**config.mk**
```make
export PLATFORM = sky130hd
export DESIGN_NAME = dag_shortest_path_engine
export DESIGN_NICKNAME = d
export VERILOG_FILES = /design/src/rtl/dsp_pkg.sv /design/src/rtl/dag_shortest_path_engine.sv
export SDC_FILE = /design/constraint.sdc
export NUM_CORES = 2
export LEC_CHECK = 0
export ABC_CLOCK_PERIOD_IN_PS = 8800
export BUFFER_PORTS_ARGS = -buffer_cell sky130_fd_sc_hd__buf_4
export CAP_MARGIN = 10
export CORE_MARGIN = 2
export CORE_UTILIZATION = 46
export DETAILED_ROUTE_END_ITERATION = 10
export SLEW_MARGIN = 15
export SYNTH_ARGS = -nofsm -noshare
export SYNTH_HDL_FRONTEND = slang
export SYNTH_SLANG_ARGS = --single-unit
```
**constraint.sdc**
```tcl
create_clock -name clk -period 8.8 [get_ports clk]
set_input_delay 0.88 -clock clk [delete_from_list [all_inputs] [get_ports clk]]
set_output_delay 0.88 -clock clk [all_outputs]
set_load 0.02 [all_outputs]
```
**src/rtl/dsp_pkg.sv**
```systemverilog
// ----------------------------------------------------------------------------
// dsp_pkg: shared constants and types for the DAG shortest path engine
// Holds the result kinds, operation codes and register indexes.
// ----------------------------------------------------------------------------
package dsp_pkg;

  localparam int DefMaxNodes = 32;
  localparam int DefMaxEdges = 256;
  localparam int NodeW = 6;
  localparam int DistW = 7;
  localparam logic [DistW-1:0] DistUnreached = 7'd127;

  typedef enum logic [1:0] {
    KIND_COUNT      = 2'd0,
    KIND_NODE       = 2'd1,
    KIND_IMPOSSIBLE = 2'd2
  } result_kind_t;

  localparam logic OP_LOAD  = 1'b0;
  localparam logic OP_SOLVE = 1'b1;

  localparam logic [1:0] REG_NODE_COUNT = 2'd0;
  localparam logic [1:0] REG_SOURCE     = 2'd1;
  localparam logic [1:0] REG_TARGET     = 2'd2;

endpackage

```
**src/rtl/dag_shortest_path_engine.sv**
```systemverilog
// ----------------------------------------------------------------------------
// dag_shortest_path_engine: unit-weight shortest path on a loaded DAG
//
// Channel  | Signals                                  | Payload
// s_axis   | s_axis_tvalid/tready/tdata/tuser         | operation (tuser), edge_from, edge_to
// m_axis   | m_axis_tvalid/tready/tdata/tuser/tlast   | result_value, result_kind
// cfg      | cfg_valid/ready/index/data               | node_count, source, target
//
// A solve sweeps the edge store once per step: one in-degree pass, one pass
// per dequeued node, one per relaxed node and one per path hop. The edge
// memory read port is registered and paces every pass. Reset is synchronous
// and needs no clearing pass. Results wait in one output register; the
// sequencer stalls while it is full and not being taken.
// ----------------------------------------------------------------------------
module dag_shortest_path_engine
  import dsp_pkg::*;
#(
  parameter int MAX_NODES = DefMaxNodes,
  parameter int MAX_EDGES = DefMaxEdges
) (
  input  logic        clk,
  input  logic        rst,
  input  logic        s_axis_tvalid,
  output logic        s_axis_tready,
  input  logic [15:0] s_axis_tdata,   // [5:0] edge_from, [11:6] edge_to
  input  logic [0:0]  s_axis_tuser,   // [0] operation
  output logic        m_axis_tvalid,
  input  logic        m_axis_tready,
  output logic [7:0]  m_axis_tdata,   // [5:0] result_value
  output logic [1:0]  m_axis_tuser,   // [1:0] result_kind
  output logic        m_axis_tlast,
  input  logic        cfg_valid,
  output logic        cfg_ready,
  input  logic [1:0]  cfg_index,
  input  logic [5:0]  cfg_data
);

  localparam int EW = $clog2(MAX_EDGES + 1);
  localparam int AW = (MAX_EDGES > 1) ? $clog2(MAX_EDGES) : 1;
  localparam int QW = $clog2(MAX_NODES + 1);
  localparam int IW = $clog2(MAX_NODES);

  typedef enum logic [9:0] {
    ST_IDLE  = 10'b0000000001,
    ST_DEG   = 10'b0000000010,
    ST_SEED  = 10'b0000000100,
    ST_KAHN  = 10'b0000001000,
    ST_FIND  = 10'b0000010000,
    ST_RELAX = 10'b0000100000,
    ST_EMIT  = 10'b0001000000,
    ST_WALK  = 10'b0010000000,
    ST_LAST  = 10'b0100000000,
    ST_WAIT  = 10'b1000000000
  } state_t;

  state_t state;

  // Configuration registers.
  logic [NodeW-1:0] node_count, source_node, target_node;
  assign cfg_ready = 1'b1;
  always_ff @(posedge clk) begin
    if (rst) begin
      node_count <= NodeW'(1);
      source_node <= NodeW'(1);
      target_node <= NodeW'(1);
    end else if (cfg_valid) begin
      unique case (cfg_index)
        REG_NODE_COUNT: node_count <= cfg_data;
        REG_SOURCE:     source_node <= cfg_data;
        REG_TARGET:     target_node <= cfg_data;
        default: ;
      endcase
    end
  end

  // Effective node count.
  logic [NodeW-1:0] n_eff;
  always_comb begin
    if (node_count == '0) n_eff = NodeW'(1);
    else if (32'(node_count) > MAX_NODES) n_eff = NodeW'(MAX_NODES);
    else n_eff = node_count;
  end

  // Edge memory, read data registered.
  logic [2*NodeW-1:0] edge_mem [MAX_EDGES];
  logic [EW-1:0] edges_loaded;
  logic [EW-1:0] eidx;
  logic [2*NodeW-1:0] erd;
  logic eread_ok;
  logic load_go;

  assign s_axis_tready = (state == ST_IDLE);
  assign load_go = s_axis_tvalid && s_axis_tready && (s_axis_tuser == OP_LOAD)
                   && (32'(edges_loaded) < MAX_EDGES);

  always_ff @(posedge clk) begin
    if (load_go) edge_mem[edges_loaded[AW-1:0]] <= s_axis_tdata[11:0];
    erd <= edge_mem[eidx[AW-1:0]];
  end

  // Node tables in flip-flops; indeg and dist_tbl are indexed by node number minus one, topo by queue position.
  logic [EW-1:0]    indeg    [MAX_NODES];
  logic [DistW-1:0] dist_tbl [MAX_NODES];
  logic [NodeW-1:0] topo     [MAX_NODES];

  logic [QW-1:0] qh, qt, ipos;
  logic [NodeW-1:0] cur, seed;
  logic phase;  // 0: issue read, 1: data valid
  logic [NodeW-1:0] et, eh;
  logic usable;
  logic out_full;
  logic found;

  assign et = erd[NodeW-1:0];
  assign eh = erd[2*NodeW-1:NodeW];
  assign usable = eread_ok && et != '0 && et <= n_eff && eh != '0 && eh <= n_eff;

  logic [IW-1:0] hh;
  assign hh = IW'(eh - NodeW'(1));

  // Output register.
  logic [1:0] o_kind;
  logic [NodeW-1:0] o_val;
  logic o_last;
  assign m_axis_tvalid = out_full;
  assign m_axis_tdata = {2'b00, o_val};
  assign m_axis_tuser = o_kind;
  assign m_axis_tlast = o_last;

  logic sweep_end;
  assign sweep_end = (eidx == edges_loaded);

  logic [DistW-1:0] dcur;
  assign dcur = dist_tbl[IW'(cur - NodeW'(1))];

  // Sequencer: each sweep presents edge eidx to the registered read port and reads the edge back from it.
  always_ff @(posedge clk) begin
    if (rst) begin
      state <= ST_IDLE;
      edges_loaded <= '0;
      out_full <= 1'b0;
      eidx <= '0;
      eread_ok <= 1'b0;
      phase <= 1'b0;
    end else begin
      if (out_full && m_axis_tready) out_full <= 1'b0;
      eread_ok <= 1'b0;
      unique case (state)
        ST_IDLE: begin
          if (load_go) edges_loaded <= edges_loaded + EW'(1);
          if (s_axis_tvalid && s_axis_tuser == OP_SOLVE) begin
            for (int i = 0; i < MAX_NODES; i++) begin
              indeg[i] <= '0;
              dist_tbl[i] <= DistUnreached;
            end
            eidx <= '0;
            state <= ST_DEG;
          end
        end
        ST_DEG: begin
          if (usable) indeg[hh] <= indeg[hh] + EW'(1);
          if (sweep_end) begin
            if (!eread_ok) begin
              seed <= NodeW'(1);
              qt <= '0;
              qh <= '0;
              state <= ST_SEED;
            end
          end else begin
            eidx <= eidx + EW'(1);
            eread_ok <= 1'b1;
          end
        end
        ST_SEED: begin
          if (indeg[IW'(seed - NodeW'(1))] == '0) begin
            topo[qt[IW-1:0]] <= seed;
            qt <= qt + QW'(1);
          end
          if (seed == n_eff) begin
            phase <= 1'b0;
            state <= ST_KAHN;
          end else seed <= seed + NodeW'(1);
        end
        ST_KAHN: begin
          if (!phase) begin
            if (qh == qt) begin
              ipos <= '0;
              seed <= '0;
              state <= ST_FIND;
            end else begin
              cur <= topo[qh[IW-1:0]];
              qh <= qh + QW'(1);
              eidx <= '0;
              phase <= 1'b1;
            end
          end else begin
            if (usable && et == cur && indeg[hh] != '0) begin
              indeg[hh] <= indeg[hh] - EW'(1);
              if (indeg[hh] == EW'(1)) begin
                topo[qt[IW-1:0]] <= eh;
                qt <= qt + QW'(1);
              end
            end
            if (sweep_end) begin
              if (!eread_ok) phase <= 1'b0;
            end else begin
              eidx <= eidx + EW'(1);
              eread_ok <= 1'b1;
            end
          end
        end
        ST_FIND: begin
          // Check outcome, locate target's position in the order.
          if (qt != QW'(n_eff) || source_node == '0 || source_node > n_eff
              || target_node == '0 || target_node > n_eff) begin
            state <= ST_LAST;
            found <= 1'b0;
          end else if (seed == NodeW'(0)) begin
            seed <= NodeW'(1);
            dist_tbl[IW'(target_node - NodeW'(1))] <= '0;
          end else begin
            if (topo[IW'(seed - NodeW'(1))] == target_node) ipos <= QW'(seed - NodeW'(1));
            if (seed == n_eff) begin
              phase <= 1'b0;
              state <= ST_RELAX;
            end else seed <= seed + NodeW'(1);
          end
        end
        ST_RELAX: begin
          if (!phase) begin
            if (ipos == '0) begin
              if (dist_tbl[IW'(source_node - NodeW'(1))] == DistUnreached) begin
                found <= 1'b0;
                state <= ST_LAST;
              end else state <= ST_EMIT;
            end else begin
              cur <= topo[IW'(ipos - QW'(1))];
              ipos <= ipos - QW'(1);
              eidx <= '0;
              phase <= 1'b1;
            end
          end else begin
            if (usable && et == cur && dist_tbl[hh] != DistUnreached
                && dist_tbl[hh] + DistW'(1) < dcur)
              dist_tbl[IW'(cur - NodeW'(1))] <= dist_tbl[hh] + DistW'(1);
            if (sweep_end) begin
              if (!eread_ok) phase <= 1'b0;
            end else begin
              eidx <= eidx + EW'(1);
              eread_ok <= 1'b1;
            end
          end
        end
        ST_EMIT: begin
          if (!out_full) begin
            out_full <= 1'b1;
            o_kind <= KIND_COUNT;
            o_val <= NodeW'(dist_tbl[IW'(source_node - NodeW'(1))] + DistW'(1));
            o_last <= 1'b0;
            cur <= source_node;
            seed <= '0;
            found <= 1'b1;
            phase <= 1'b0;
            state <= ST_WALK;
          end
        end
        ST_WALK: begin
          if (!phase) begin
            if (cur == target_node || seed == n_eff) state <= ST_LAST;
            else if (!out_full || m_axis_tready) begin
              out_full <= 1'b1;
              o_kind <= KIND_NODE;
              o_val <= cur;
              o_last <= 1'b0;
              eidx <= '0;
              found <= 1'b0;
              phase <= 1'b1;
            end
          end else begin
            if (!found && usable && et == cur && dist_tbl[hh] != DistUnreached
                && dist_tbl[hh] + DistW'(1) == dcur) begin
              found <= 1'b1;
              cur <= eh;
            end
            if (sweep_end) begin
              if (!eread_ok) begin
                phase <= 1'b0;
                seed <= seed + NodeW'(1);
                // A dead end still closes the path with the target node.
                if (!found) begin
                  found <= 1'b1;
                  state <= ST_LAST;
                end
              end
            end else begin
              eidx <= eidx + EW'(1);
              eread_ok <= 1'b1;
            end
          end
        end
        ST_LAST: begin
          if (!out_full || m_axis_tready) begin
            out_full <= 1'b1;
            o_last <= 1'b1;
            if (found) begin
              o_kind <= KIND_NODE;
              o_val <= target_node;
            end else begin
              o_kind <= KIND_IMPOSSIBLE;
              o_val <= '0;
            end
            edges_loaded <= '0;
            state <= ST_WAIT;
          end
        end
        ST_WAIT: begin
          if (!out_full || m_axis_tready) state <= ST_IDLE;
        end
        default: state <= ST_IDLE;
      endcase
    end
  end

`ifndef SYNTHESIS
  // The edge store never exceeds its capacity.
  a_cap: assert property (@(posedge clk) disable iff (rst)
    32'(edges_loaded) <= MAX_EDGES) else $error("edge count overflow");
  // An impossible result always closes the solve.
  a_imp: assert property (@(posedge clk) disable iff (rst)
    m_axis_tvalid && m_axis_tuser == KIND_IMPOSSIBLE |-> m_axis_tlast)
    else $error("impossible not last");
  // The count result is never marked last.
  a_cnt: assert property (@(posedge clk) disable iff (rst)
    m_axis_tvalid && m_axis_tuser == KIND_COUNT |-> !m_axis_tlast)
    else $error("count marked last");
  // Input is held off while a solve runs.
  a_busy: assert property (@(posedge clk) disable iff (rst)
    state != ST_IDLE |-> !s_axis_tready) else $error("ready while busy");
`endif

endmodule

```
==> reports/summary.md <==
- **final wirelength** 432000 um
- **boundary pin count** 44
- **cell chosen for the clock root** sky130_fd_sc_hd__clkbuf_16
- **total vias in the final route** 83299
- **placed wire-length estimate after detailed placement** 271000 um
- **kind of cell with the highest combined delay on the critical path** simple AND/OR/NAND/NOR gates
- **Setup CP Type** register to register
- **Main synth FF type** sky130_fd_sc_hd__edfxtp_1
- **highest clock rate** 0.126 GHz
- **Yosys cell types** 93
- **first-pass GRT wire length** 621000 um
- **height of the chip** 601 um
- **total routing resource utilization after global routing** 23.7%
- **post-cts sizing count** 0
- **leakage power total** 54.9 nW
- **fin crit share** 90.3%
- **XOR/XNOR Fraction of Synth Area** 0.486%
- **maximum number of pins on one net before global-route repair** 166
- **TritonCTS Sinks** 3882
- **Die X** 601 um
- **share of synthesized cell area in and, or, nand and nor gates** 4.34%
- **min Tclk post-route** 7.94 ns
- **post-synthesis to final-layout area growth** 12.3%
- **fraction of the mapped netlist area in adder cells** 0.443%
- **Inst Count DP** 12564
- **max-cap violation count** 0
- **worst slack at placement** 1.02 ns
- **main area contributors after synthesis** sky130_fd_sc_hd__edfxtp_1 70%, sky130_fd_sc_hd__mux4_2 20%, sky130_fd_sc_hd__nor2_1 1.3%, sky130_fd_sc_hd__nand2b_1 0.81%, sky130_fd_sc_hd__dfxtp_1 0.81%
- **total power density per cell area** 227 mW/mm^2
- **worst path cell trace** inv_1 -> ha_1 -> nor2b_1 -> nand3_1 -> o22ai_2 -> a22oi_1 -> nand4_1 -> ha_1 -> nand2_1 -> or4_1 -> xnor2_1 -> ha_1 -> nand3b_1 -> a211o_1 -> or3_1 -> a21oi_2 -> mux2i_2 -> buf_4 -> nand3_1
- **total number of yosys warnings** 0
- **count of cell instances traversed by the critical path** 19
- **post-route DRC violation count** 0
- **TritonRoute pass-1 iters** 7
- **worst setup path endpoint** dist_tbl[4][1]
- **Final setup viols** 0
- **startpoint type of the worst setup path** register
- **area leader, netlist** sky130_fd_sc_hd__edfxtp_1
- **compound-cell area share of the yosys netlist** 1.94%
- **starting density of the core** 46.1%
- **slowest stage delay, CP** 0.82 ns
- **outcome** completed
- **routed wirelength normalized by instance count** 32.5 um
- **most frequent cell after synthesis** sky130_fd_sc_hd__edfxtp_1
- **transition time at the pin with the least slew margin** 1.19 ns
- **Finished Core Util** 51.8%
- **number of synthesized register bits** 3882
- **antenna-violating nets left** 0
- **synthesized instance count** 8030
- **vias in the first global route** 83634
- **total buffers and inverters traversed by the critical path** 2
- **unrepaired setup endpoints after global routing** no
- **r2r endpoint** dist_tbl[4][1]
- **total congestion overflow** 0
- **class of the tightest hold or removal check** primary input to register
- **CP Max Fanout** 20
- **tightest slew margin relative to the limit** 19.6%
- **average cell area after synthesis** 20.4 um^2
- **worst hold margin** 0.182 ns
- **buffer levels on the longest clock path** 4
- **largest family of logic cells by synthesized area** multiplexers
- **Most common cell on crit path** sky130_fd_sc_hd__ha_1
- **sum of negative setup slack** 0 ns
- **portion of synthesized cell area occupied by the leading cell type** 69.9%
- **total setup buffers inserted after CTS** 0
- **length in cells of the worst reg-to-reg path** 19
- **number of port buffers** 36
- **total power** 41.7 mW
- **clock tree from TritonCTS** done
- **crit end category** register
- **setup skew after layout** 0.114 ns
- **data required time at the worst endpoint** 9.46 ns
- **sequential area share after synthesis** 70.7%
- **final weighted congestion in routability-driven placement** 0.918
- **first element of the critical path** erd[6]
- **Core Area** 0.355 mm^2
- **slack of the critical path** 0.856 ns
- **total CTS buffers** 400
- **nets@finish** 8306
- **placement row count** 219
- **worst reg-to-reg setup slack** 0.86 ns
- **arrival time reported for the critical path endpoint** 8.60 ns
- **list of most frequent post-synthesis cells** 3816 x sky130_fd_sc_hd__edfxtp_1, 1468 x sky130_fd_sc_hd__mux4_2, 567 x sky130_fd_sc_hd__nor2_1
- **cell area after technology mapping** 0.164 mm^2
- **number of antenna violations at the first check in global routing** 25
- **Area after DPL** 0.171 mm^2
- **number of enable-type register cells in the synthesized netlist** 3816
- **number of pins exceeding their max-slew limit in the final report** 0
- **worst supply voltage drop on vdd** 0.204 mV
- **count of final hold-check violations** 0
- **fraction of synthesized area in multiplexers** 20.7%
- **Cell Count, Final, Fillers Out** 13312
- **proportion of synthesized flip-flops having asynchronous set or reset** 0%
- **first-iteration detailed-routing DRC count** 10019
- **Filler cells** 27752
- **clock latency of the later-clocked register in the worst-skew pair** 1.03 ns
- **area of all placed cells without fillers** 0.184 mm^2
- **DR vias/cell** 6.26
- **level count of the clock H-tree** 5
- **Die ar.** 0.361 mm^2
- **Hold Buf Count CTS** 0
- **cell type of the slowest stage on the worst timing path** sky130_fd_sc_hd__o22ai_2
- **clock-pin slew on the worst setup and hold paths** 0.06 ns
- **beginning of the worst register-to-register path** erd[6]
- **layout cell share with drive strength beyond 1** 30.6%
==> state kept, by name, indices dropped and copies added, names as in the netlist, 9 cells and up, named ones only <==
signal and cells:
erd 12, eidx 9, state 10, edges_loaded 9
edge_mem 3072, indeg 288, dist_tbl 224, topo 192
==> worst min-delay path by stage <==
| stage | from | endpoint | slack, ns | cells after the start |
|---|---|---|---|---|
| 2_1_floorplan | node_count[0] | node_count[0] | 0.44 | 2 |
| 6_report | cfg_data[3] | target_node[3] | 0.18 | 3 |
| 3_5_place_dp | node_count[0] | node_count[0] | 0.47 | 2 |
| 4_1_cts | cfg_data[1] | source_node[1] | 0.12 | 3 |
| 3_3_place_gp | node_count[0] | node_count[0] | 0.45 | 2 |
| 5_1_grt | cfg_data[4] | target_node[4] | 0.18 | 3 |
==> power by group <==
part           leakage (nW)  total, mW  switching (mW)  internal (mW)
logic                  14.2       4.31            2.77           1.55
registers              34.3       20.5           0.127           20.4
clock network          6.35       16.9            7.15           9.70
total                  54.9       41.7            10.0           31.7
==> layout make-up <==
type / instances / area, um^2 / area share, %
Clock inverter: 253 / 2500 / 1.36
Timing Repair Buffer: 322 / 2820 / 1.53
Antenna cell: 9 / 22.5 / 0.0122
Tap cell: 4751 / 5940 / 3.23
Inverter: 41 / 154 / 0.0836
Clock buffer: 483 / 10500 / 5.70
Sequential cell: 3882 / 116000 / 63.0
Multi-Input combinational cell: 3571 / 46200 / 25.1
==> cells in the final DEF, fill, tap and decap left out, drive strengths merged, types with 66 or more instances in the layout <==
master and instances:
edfxtp 3816, mux4 1468, nor2 567, clkbuf 483, buf 322, nand2b 212
nand2 196, clkinv 193, a21oi 122, nand3 77, nor3 75, and3 69
nor4 67, dfxtp 66
==> worst reg2reg max path, delay by kind of cell, from the launching register on <==
family / cells / cell delay, ns
compound gates: 4 / 2.00
xor+xnor: 1 / 0.22
fa+ha+maj: 3 / 0.99
buf+inv: 2 / 0.65
flops: 1 / 0.35
mux: 1 / 0.68
simple gates: 8 / 2.75
==> metal layers <==
layer	track usage (%)	vias to the layer above	share of wire [%]	routed length (um)
met5	0	-	0.013	55
met4	8.16	10	3.5	15200
met3	3.50	653	7.3	31600
met2	38.5	3674	49	212000
met1	33.1	44769	40	174000
li1	-	34193	-	-
==> cells by family after synthesis <==
group | after synthesis
multiplexers | 1545
AND/OR/NAND/NOR | 1430
adder cells (fa/ha/maj) | 58
other | 2
flip-flops | 3882
buffers and inverters | 578
AO/OA/AOI/OAI | 444
XOR/XNOR | 91
Power figures use the tool's default switching activity.
